### src/stg_pkg.sv
// Package for the segmented triangle tone generator.
// Holds field widths, reset values, register codes and the request/result types.
// No dependencies.
package stg_pkg;

  localparam int unsigned SAMPLE_RATE_DEF = 44100;
  localparam int NSTAGE = 8;

  localparam int LEN_W = 24;
  localparam int TONE_W = 15;
  localparam int IDX_W = 26;
  localparam int SMP_W = 16;
  localparam int PHASE_W = 16;
  localparam int CFG_IDX_W = 3;
  localparam int CFG_DATA_W = 24;

  localparam logic [LEN_W-1:0] FIRST_LENGTH_RST = 24'd26460;
  localparam logic [LEN_W-1:0] SECOND_LENGTH_RST = 24'd13230;
  localparam logic [LEN_W-1:0] THIRD_LENGTH_RST = 24'd26460;
  localparam logic [TONE_W-1:0] FIRST_TONE_RST = 15'd220;
  localparam logic [TONE_W-1:0] SECOND_TONE_RST = 15'd0;
  localparam logic [TONE_W-1:0] THIRD_TONE_RST = 15'd880;
  localparam logic [TONE_W-1:0] PEAK_LEVEL_RST = 15'd12000;

  typedef enum logic [CFG_IDX_W-1:0] {
    REG_FIRST_LENGTH,
    REG_SECOND_LENGTH,
    REG_THIRD_LENGTH,
    REG_FIRST_TONE,
    REG_SECOND_TONE,
    REG_THIRD_TONE,
    REG_PEAK_LEVEL
  } cfg_reg_t;

  typedef struct packed {
    logic [IDX_W-1:0] frame_index;
    logic             request_last;
  } frame_t;

  typedef struct packed {
    logic signed [SMP_W-1:0] sample;
    logic                    in_range;
    logic                    last;
  } result_t;

  typedef struct packed {
    logic [LEN_W-1:0]  first_length;
    logic [LEN_W-1:0]  second_length;
    logic [LEN_W-1:0]  third_length;
    logic [TONE_W-1:0] first_tone;
    logic [TONE_W-1:0] second_tone;
    logic [TONE_W-1:0] third_tone;
    logic [TONE_W-1:0] peak_level;
  } cfg_t;

  typedef struct packed {
    logic [PHASE_W-1:0] local_pos;
    logic               live;
    logic               in_range;
    logic               last;
  } side_t;

endpackage

### src/stg_cfg.sv
// Configuration register file of the tone generator.
// Uses stg_pkg for register codes, widths and reset values.
module stg_cfg import stg_pkg::*; (
  input  logic                  clk,
  input  logic                  rst,
  input  logic                  cfg_en,
  input  logic [CFG_IDX_W-1:0]  cfg_index,
  input  logic [CFG_DATA_W-1:0] cfg_data,
  output cfg_t                  regs
);

  always_ff @(posedge clk) begin
    if (rst) begin
      regs.first_length <= FIRST_LENGTH_RST;
      regs.second_length <= SECOND_LENGTH_RST;
      regs.third_length <= THIRD_LENGTH_RST;
      regs.first_tone <= FIRST_TONE_RST;
      regs.second_tone <= SECOND_TONE_RST;
      regs.third_tone <= THIRD_TONE_RST;
      regs.peak_level <= PEAK_LEVEL_RST;
    end else if (cfg_en) begin
      case (cfg_reg_t'(cfg_index))
        REG_FIRST_LENGTH:  regs.first_length <= cfg_data[LEN_W-1:0];
        REG_SECOND_LENGTH: regs.second_length <= cfg_data[LEN_W-1:0];
        REG_THIRD_LENGTH:  regs.third_length <= cfg_data[LEN_W-1:0];
        REG_FIRST_TONE:    regs.first_tone <= cfg_data[TONE_W-1:0];
        REG_SECOND_TONE:   regs.second_tone <= cfg_data[TONE_W-1:0];
        REG_THIRD_TONE:    regs.third_tone <= cfg_data[TONE_W-1:0];
        REG_PEAK_LEVEL:    regs.peak_level <= cfg_data[TONE_W-1:0];
        default: ;
      endcase
    end
  end

endmodule

### src/stg_seg.sv
// Segment locate stages: range check, segment pick, local frame position and tone.
// Uses stg_pkg; two register stages advanced by the enables from the top level.
module stg_seg import stg_pkg::*; (
  input  logic              clk,
  input  logic [1:0]        en,
  input  cfg_t              regs,
  input  frame_t            frame,
  output side_t             side,
  output logic [TONE_W-1:0] tone
);

  logic [IDX_W-1:0]   sum01;
  logic [IDX_W-1:0]   total;
  logic [IDX_W-1:0]   idx;
  logic               last;
  logic               in_range;
  logic               hit0;
  logic               hit1;
  logic [PHASE_W-1:0] base;

  assign sum01 = IDX_W'(regs.first_length) + IDX_W'(regs.second_length);
  assign total = sum01 + IDX_W'(regs.third_length);

  always_ff @(posedge clk) begin
    if (en[0]) begin
      idx <= frame.frame_index;
      last <= frame.request_last;
      in_range <= frame.frame_index < total;
      hit0 <= frame.frame_index < IDX_W'(regs.first_length);
      hit1 <= frame.frame_index < sum01;
    end
  end

  always_comb begin
    if (hit0) begin
      base = '0;
    end else if (hit1) begin
      base = regs.first_length[PHASE_W-1:0];
    end else begin
      base = sum01[PHASE_W-1:0];
    end
  end

  always_ff @(posedge clk) begin
    if (en[1]) begin
      side.local_pos <= idx[PHASE_W-1:0] - base;
      side.in_range <= in_range;
      side.last <= last;
      if (hit0) begin
        tone <= regs.first_tone;
        side.live <= in_range && (regs.first_tone != '0);
      end else if (hit1) begin
        tone <= regs.second_tone;
        side.live <= in_range && (regs.second_tone != '0);
      end else begin
        tone <= regs.third_tone;
        side.live <= in_range && (regs.third_tone != '0);
      end
    end
  end

endmodule

### src/stg_step.sv
// Phase step stages: floor(tone * 65536 / SAMPLE_RATE) by reciprocal multiply and
// one correction step. Uses stg_pkg; three register stages, side data carried along.
module stg_step import stg_pkg::*; #(
  parameter int unsigned SAMPLE_RATE = SAMPLE_RATE_DEF
) (
  input  logic               clk,
  input  logic [2:0]         en,
  input  side_t              side_in,
  input  logic [TONE_W-1:0]  tone,
  output side_t              side_out,
  output logic [PHASE_W-1:0] step
);

  localparam longint unsigned MAGIC = 64'd4294967296 / SAMPLE_RATE;
  localparam int MAG_W = $clog2(MAGIC + 1);
  localparam int RATE_W = $clog2(SAMPLE_RATE + 1);
  localparam int PW = TONE_W + MAG_W;
  localparam int QW = PW - PHASE_W;
  localparam int WIDE = QW + RATE_W;

  side_t             side3;
  side_t             side4;
  logic [TONE_W-1:0] tone3;
  logic [TONE_W-1:0] tone4;
  logic [PW-1:0]     prod;
  logic [QW-1:0]     qe;
  logic [WIDE-1:0]   qr;
  logic [WIDE-1:0]   num;
  logic [WIDE-1:0]   rem;
  logic              corr;

  always_ff @(posedge clk) begin
    if (en[0]) begin
      prod <= PW'(tone) * PW'(MAG_W'(MAGIC));
      tone3 <= tone;
      side3 <= side_in;
    end
  end

  always_ff @(posedge clk) begin
    if (en[1]) begin
      qe <= prod[PW-1:PHASE_W];
      qr <= WIDE'(prod[PW-1:PHASE_W]) * WIDE'(RATE_W'(SAMPLE_RATE));
      tone4 <= tone3;
      side4 <= side3;
    end
  end

  assign num = WIDE'({tone4, 16'h0000});
  assign rem = num - qr;
  assign corr = rem >= WIDE'(SAMPLE_RATE);

  always_ff @(posedge clk) begin
    if (en[2]) begin
      step <= PHASE_W'({1'b0, qe} + (QW + 1)'(corr));
      side_out <= side4;
    end
  end

endmodule

### src/stg_wave.sv
// Wave stages: phase, triangle shape, amplitude scale and truncating divide by 32768.
// Uses stg_pkg; three register stages, the last one is the result register.
module stg_wave import stg_pkg::*; (
  input  logic               clk,
  input  logic [2:0]         en,
  input  side_t              side_in,
  input  logic [PHASE_W-1:0] step,
  input  logic [TONE_W-1:0]  peak_level,
  output result_t            result
);

  side_t                   side6;
  side_t                   side7;
  logic [PHASE_W-1:0]      phase;
  logic signed [16:0]      level;
  logic signed [31:0]      scaled;
  logic signed [31:0]      biased;
  logic signed [31:0]      quot;

  always_ff @(posedge clk) begin
    if (en[0]) begin
      phase <= PHASE_W'(side_in.local_pos * step);
      side6 <= side_in;
    end
  end

  always_comb begin
    if (!phase[15]) begin
      level = $signed({2'b00, phase[14:0]} << 1) - 17'sd32768;
    end else begin
      level = 17'sd32767 - $signed({2'b00, phase[14:0]} << 1);
    end
  end

  always_ff @(posedge clk) begin
    if (en[1]) begin
      scaled <= 32'(level) * 32'(signed'({1'b0, peak_level}));
      side7 <= side6;
    end
  end

  assign biased = scaled[31] ? scaled + 32'sd32767 : scaled;
  assign quot = biased >>> 15;

  always_ff @(posedge clk) begin
    if (en[2]) begin
      result.sample <= side7.live ? quot[SMP_W-1:0] : '0;
      result.in_range <= side7.in_range;
      result.last <= side7.last;
    end
  end

endmodule

### src/segmented_triangle_tone_generator.sv
// Segmented triangle tone generator, top level.
// Frame requests enter on frame / frame_valid / frame_stall; one result per request
// leaves on result / result_valid / result_stall, in request order. A transfer
// happens on a clock edge with valid high and stall low on that channel.
// An accepted request passes the segment, step and wave stages; result_valid rises
// when it reaches the result register. Throughput is one request per cycle while
// result_stall is low, set by an 8-stage pipeline with at most one multiply per stage.
// Pipeline bubbles close up: frame_stall rises only when every stage is full
// and the result register is stalled, so requests keep entering while a result
// waits to be taken. A stall holds the result and loses nothing.
// Registers are written on cfg_en with cfg_index / cfg_data, no read-back;
// unknown indexes are ignored. Write them only while the pipeline is empty.
// Synchronous reset rst empties the pipeline and loads the default pattern:
// 26460 frames at 220 Hz, 13230 silent frames, 26460 frames at 880 Hz, level 12000.
// The sample is meant for both stereo channels.
module segmented_triangle_tone_generator import stg_pkg::*; #(
  parameter int unsigned SAMPLE_RATE = SAMPLE_RATE_DEF
) (
  input  logic                  clk,
  input  logic                  rst,
  input  logic                  cfg_en,
  input  logic [CFG_IDX_W-1:0]  cfg_index,
  input  logic [CFG_DATA_W-1:0] cfg_data,
  input  logic                  frame_valid,
  output logic                  frame_stall,
  input  frame_t                frame,
  output logic                  result_valid,
  input  logic                  result_stall,
  output result_t               result
);

  cfg_t               regs;
  logic [NSTAGE-1:0]  vld;
  logic [NSTAGE-1:0]  en;
  side_t              side2;
  side_t              side5;
  logic [TONE_W-1:0]  tone2;
  logic [PHASE_W-1:0] step5;

  always_comb begin
    en[NSTAGE-1] = !vld[NSTAGE-1] || !result_stall;
    for (int i = NSTAGE - 2; i >= 0; i--) begin
      en[i] = !vld[i] || en[i+1];
    end
  end

  always_ff @(posedge clk) begin
    if (rst) begin
      vld <= '0;
    end else begin
      if (en[0]) begin
        vld[0] <= frame_valid;
      end
      for (int i = 1; i < NSTAGE; i++) begin
        if (en[i]) begin
          vld[i] <= vld[i-1];
        end
      end
    end
  end

  assign frame_stall = !en[0];
  assign result_valid = vld[NSTAGE-1];

  stg_cfg u_cfg (
    .clk       (clk),
    .rst       (rst),
    .cfg_en    (cfg_en),
    .cfg_index (cfg_index),
    .cfg_data  (cfg_data),
    .regs      (regs)
  );

  stg_seg u_seg (
    .clk   (clk),
    .en    (en[1:0]),
    .regs  (regs),
    .frame (frame),
    .side  (side2),
    .tone  (tone2)
  );

  stg_step #(
    .SAMPLE_RATE (SAMPLE_RATE)
  ) u_step (
    .clk      (clk),
    .en       (en[4:2]),
    .side_in  (side2),
    .tone     (tone2),
    .side_out (side5),
    .step     (step5)
  );

  stg_wave u_wave (
    .clk        (clk),
    .en         (en[7:5]),
    .side_in    (side5),
    .step       (step5),
    .peak_level (regs.peak_level),
    .result     (result)
  );

`ifndef SYNTH
  a_out_of_range_silent: assert property (@(posedge clk) disable iff (rst)
    result_valid && !result.in_range |-> result.sample == '0)
    else $error("out-of-range result carries a nonzero sample");

  a_stall_only_when_full: assert property (@(posedge clk) disable iff (rst)
    frame_stall |-> (vld == '1) && result_stall)
    else $error("request stalled while the pipeline has a bubble");

  a_reset_empties: assert property (@(posedge clk)
    rst |=> !result_valid && (vld == '0))
    else $error("pipeline not empty after reset");
`endif

endmodule

### config.mk
export PLATFORM = sky130hd
export DESIGN_NAME = segmented_triangle_tone_generator
export DESIGN_NICKNAME = d
export VERILOG_FILES = /design/src/stg_pkg.sv /design/src/stg_cfg.sv /design/src/stg_seg.sv /design/src/stg_step.sv /design/src/stg_wave.sv /design/src/segmented_triangle_tone_generator.sv
export SDC_FILE = /design/constraint.sdc
export NUM_CORES = 2
export LEC_CHECK = 0
export BUFFER_PORTS_ARGS = -buffer_cell sky130_fd_sc_hd__buf_2
export CORE_ASPECT_RATIO = 0.7
export CORE_UTILIZATION = 60
export DETAILED_ROUTE_END_ITERATION = 12
export PLACE_DENSITY = 0.75
export SLEW_MARGIN = 0
export SYNTH_ARGS = -nofsm -noshare
export SYNTH_HDL_FRONTEND = slang
export SYNTH_SLANG_ARGS = --single-unit
### constraint.sdc
create_clock -name clk -period 9.7 [get_ports clk]
set_clock_uncertainty 0.15 [all_clocks]
set_input_delay 0 -clock clk [delete_from_list [all_inputs] [get_ports clk]]
set_output_delay 0 -clock clk [all_outputs]
set_load 0.01 [all_outputs]
**Word-level counts from Yosys, hierarchy flattened**

Index checks and enable logic that the tools add are counted.
W data, S select, Z words.

- Add/sub/neg operators: 8
- Multiply operators: 4
- Order comparisons: 4
- Equal/unequal tests: 6
- Mux-type cells: 8
- Reduce and logical (&&, ||, !) cells: 32

Operators with widths:

| kind | count |
|---|---|
| $reduce_bool A15 Y1 | 3 |
| $ge A32 B16 Y1 const B | 1 |
| $mul A15 B17 Y32 const B | 1 |
| $mul A17 B16 Y32 | 1 |
| $mux W16 | 2 |
| $sub A31 B32 Y32 | 1 |
| $add A31 B16 Y31 const B | 1 |
| $mux W31 | 1 |
| $mul A16 B14 Y30 const B | 1 |
| $mux W15 | 2 |
| $add A26 B24 Y26 | 1 |
| $lt A26 B24 Y1 | 1 |
| $lt A26 B25 Y1 | 1 |
| $lt A26 B26 Y1 | 1 |
| $add A24 B24 Y25 | 1 |
| $mux W17 | 1 |
| $sub A15 B16 Y17 const A | 1 |
| $sub A16 B16 Y17 const B | 1 |
| $add A16 B1 Y16 | 1 |
| $mul A16 B16 Y16 | 1 |
| $sub A16 B16 Y16 | 1 |
| $reduce_and A2 Y1 | 7 |
| $logic_not A1 Y1 | 10 |
| $eq A3 B3 Y1 const B | 3 |
| other kinds (6) | 17 |

- Flip-flop bits (word level): 447
- Bits of input ports: 59
- Output and inout port bits: 20

**Depth between registers and ports, before layout**

- Depth after elaboration: 10
- Depth in mapped cells: 27
- Mapped depth without buffers: 26

**Hierarchy**

Synthesis repeated with hierarchy kept, for this count alone.

- Cells, all modules: 4120
- Area, all modules: 42492.0 µm²

Modules (own cells, without submodules):

| module | instances | cells each | area an instance (µm²) | sequential area each (µm²) |
|---|---|---|---|---|
| stg_wave | 1 | 1651 | 15891.5 | 2162.1 |
| stg_step | 1 | 1142 | 13945.9 | 4834.6 |
| stg_seg | 1 | 807 | 7121.8 | 1621.6 |
| stg_cfg | 1 | 483 | 5205.0 | 2642.5 |
| segmented_triangle_tone_generator | 1 | 37 | 327.8 | 160.2 |

**Worst setup path before layout**

OpenSTA, ideal clock, no wires.

- Kind: register -> register
- Start point: register u_wave.phase[15]
- End point: register u_wave.scaled[31] (data pin)
- Library setup time: 0.259 ns
- Data arrival time: 6.655 ns
- Data required time: 9.291 ns
- Path slack: 2.636 ns
- Cell stages (with the launch flop): 23
- Buffers on the path: 2
- Period minus slack after synthesis: 7.064 ns
- Cell sequence: edfxtp_1 buf_1 xnor2_1 clkbuf_1 nand2_1 fa_1 inv_1 fa_1 fa_1 fa_1 fa_1 inv_1 fa_1 inv_1 ha_1 a21oi_1 inv_1 or4_1 o211ai_1 a31oi_1 a211oi_1 a21oi_1 xnor2_1

- Word-level cells in the longest chain between the ends: 2

Ends and longest elaborated chain:

| what | RTL line | source |
|---|---|---|
| from (decl) | stg_wave.sv:14 | `logic [PHASE_W-1:0] phase;` |
| from (signal assigned) | stg_wave.sv:22 | `phase <= PHASE_W'(side_in.local_pos * step);` |
| $mux W17 | stg_wave.sv:28 | `if (!phase[15]) begin` |
| $mul A17 B16 Y32 | stg_wave.sv:37 | `scaled <= 32'(level) * 32'(signed'({1'b0, peak_level}));` |
| to (signal assigned) | stg_wave.sv:37 |  |
| to (decl) | stg_wave.sv:16 | `logic signed [31:0] scaled;` |

Every way passes these cells.
A chain may end at the register's enable or synchronous reset.

**Worst setup path in the final report**

Same ends and word-level chain as after synthesis.

==> metrics <==
unrepaired setup endpoints after global routing=no; grt met3 use=4.44%; crit path DAT=8.55 ns; DP HPWL=72500 um; Post-Synth Adder-Cell Area=37.9%; die span in y=222 um; post-synthesis mux area share=0.626%; Post-CTS Setup Inserts=0; fin crit period=8.35 ns; Setup crit end kind=flop; final net count=5352; Hold Violations, Final=0; via count=29351; Post-Syn Instances=4199; Tcrit/Tclk final=86.1%; Setup TNS=0 ns; Worst slew margin=15.4%; synth cell count leaders=inv_1, nand2_1, ha_1, fa_1, edfxtp_1; Inserted Diodes=0; clk sink count=427; Synth Area in Simple Gates=13.7%; CTS Buf Count=43; wire per inst=17.9 um; Critical Path Source Type=flop; XOR/XNOR Fraction of Synth Area=4.61%; worst-skew pair later-pin latency=0.60 ns; Crit-path slowest cell=xnor2_1; crit path kind=reg -> reg; global-route wire length before repair=155000 um; Crit path required time=9.89 ns; Main synth FF type=edfxtp_1; fill count=5293; Via-to-Cell Ratio=5.59; hold buffer count at CTS=65; cell chain of the critical path=xnor2_1, nand2_1, fa_1, inv_1, fa_1, fa_1, fa_1, fa_1, inv_1, fa_1, inv_1, ha_1, a21oi_1, inv_1, or4_1, o211ai_1, a31oi_1, a211oi_1, a21oi_1, xnor2_1; main combinational cell family by area after synthesis=adder cells; die width=317 um; slowest stage delay, CP=1.06 ns; syn nets=5238; CTS tree=built; layout cells sized above 1=4.67%; most frequent cell after synthesis=inv_1; antenna violations before repair=1; sequential area share after synthesis=27.5%; Routed WL=93900 um; antenna viol nets, final=0; Max Fclk=120 MHz; Std-Cell Rows=80; Synth Area in Compound Gates=8.07%; largest area contributor in the netlist=fa_1; Initial Util=60.8%; gr usage total=27.9%; number of remaining DRC errors=0; io pins=79; busiest layer in global routing=met1; Async SR Flop Fraction=0%; Max Slew Vio Count=0; Post-synth EDFFs=287; IO buf count=78; met2 Use GR=40.8%; Synth area leaders=fa_1, edfxtp_1, ha_1; most frequent CP cell=fa_1; GRT overflow=0; H-tree depth=2; synth warn=0; Final Setup Violations=0; Crit Path Max Fanout=20; grt met1 use=43.3%; Area Growth Syn to Fin=8.32%; clk buf depth=3; Synth Area per Inst=9.90 um^2; drt initial violations=2447; Core ar.=0.0684 mm^2; Synth Cell Area=0.0416 mm^2; run status=finished clean; routability cong.=0.899; top-area cell type share of the netlist area=22.4%; die area=0.0704 mm^2; Pre-antenna DRT Iters=5; Max Cap Violations=0; Worst-Margin Slew=1.26 ns; clk root buf=clkbuf_16; cts repair resizes=0; clock-pin transition on the worst setup and hold timing paths=0.07 ns; largest net degree at the start of global routing=79; post-synthesis cell type count=73; vias in the first global route=29803; min-delay worst type=in -> reg; number of synthesized register bits=427
flip-flops by register name (all words and copies together) (netlist names), 14 cells and up:
signal,cells
u_wave.result,18
u_step.qr,26
u_step.qe,16
u_step.prod,17
u_wave.scaled,32
u_step.tone3,14
u_step.side4,19
u_cfg.regs,132
u_step.side_out,19
u_step.step,16
u_seg.idx,16
u_step.tone4,15
u_seg.side,19
u_step.side3,19
u_seg.tone,15
u_wave.phase,16
path summary, 6_finish.rpt:
path,from,endpoint,slack [ns],cells past startpoint
worst min-delay path,frame[19],u_seg.hit1$_DFFE_PN_,0.02,5
worst min register to register,u_step.side4[11]$_DFFE_PP_,u_step.side_out[11]$_DFFE_PP_,0.27,0
worst max-delay path,u_wave.phase[15]$_DFFE_PP_,u_wave.scaled[31]$_DFFE_PP_,1.35,20
worst max register to register,u_wave.phase[15]$_DFFE_PP_,u_wave.scaled[31]$_DFFE_PP_,1.35,20
per-stage QoR:
| step | hold WS [ns] | std cells | setup WS [ns] | util (%) | cell area, um^2 |
|---|---|---|---|---|---|
| after floorplan | -0.0511 | 4199 | 2.64 | - | 41600 |
| after global placement | 0.0649 | 5105 | 1.71 | 62.8 | 42900 |
| after detailed placement | 0.0556 | 5105 | 1.54 | 62.8 | 42900 |
| after CTS | 0.00836 | 5249 | 1.47 | 65.9 | 45000 |
| after global routing | 0.0432 | 5249 | 0.809 | 65.9 | 45000 |
| final | 0.0171 | 5249 | 1.35 | 65.9 | 45000 |
layout make-up:
class,count,area [um^2],area share (%)
clock inverter,14,205,0.456
timing repair buffer,170,1250,2.77
clock buffer,65,1240,2.75
multi-input combinational,2926,27000,60.0
tap,902,1130,2.51
inverter,745,2800,6.21
sequential,427,11400,25.4
placed cells by master (no fill, tap or decap), types with 17 or more instances in the layout:
| cell | instances |
|---|---|
| nand4_1 | 24 |
| buf_2 | 77 |
| nor2_1 | 133 |
| edfxtp_1 | 287 |
| nand3b_1 | 39 |
| nor2b_1 | 27 |
| ha_1 | 514 |
| nand2b_1 | 38 |
| dlygate4sd3_1 | 65 |
| nor4_1 | 22 |
| and3_1 | 20 |
| o21ai_0 | 94 |
| o21a_1 | 20 |
| xor2_1 | 74 |
| xnor2_1 | 145 |
| buf_4 | 28 |
| clkbuf_16 | 45 |
| a21oi_1 | 198 |
| inv_1 | 745 |
| a31oi_1 | 17 |
| nand3_1 | 46 |
| mux2i_1 | 26 |
| dfxtp_1 | 140 |
| nand2_1 | 539 |
| nor3_1 | 38 |
| a21o_1 | 73 |
| and2_1 | 207 |
| fa_1 | 466 |
cell families after synthesis:
kind of cell             after synthesis
multiplexers                          26
AND/OR/NAND/NOR                     1178
adder cells (fa/ha/maj)              980
flip-flops                           427
XOR/XNOR                             219
AO/OA/AOI/OAI                        523
buffers and inverters                846
per-layer routing:
metal,vias to the layer above,share of wire [%]
met5,-,0
met1,14272,47
li1,13878,-
met3,143,8.5
met2,1058,42
met4,0,2.2
critical path, delay by kind of cell, from the launching register on:
family / cells / cell delay [ns]
AO/OA/AOI/OAI: 5 / 1.43
AND/OR/NAND/NOR: 2 / 0.74
XOR/XNOR: 2 / 1.21
buffers and inverters: 4 / 0.32
flip-flops: 1 / 0.73
adder cells (fa/ha/maj): 7 / 3.48
Power is not shown: default switching activity piles up to over one toggle a cycle in this logic, so the estimate is an artifact.
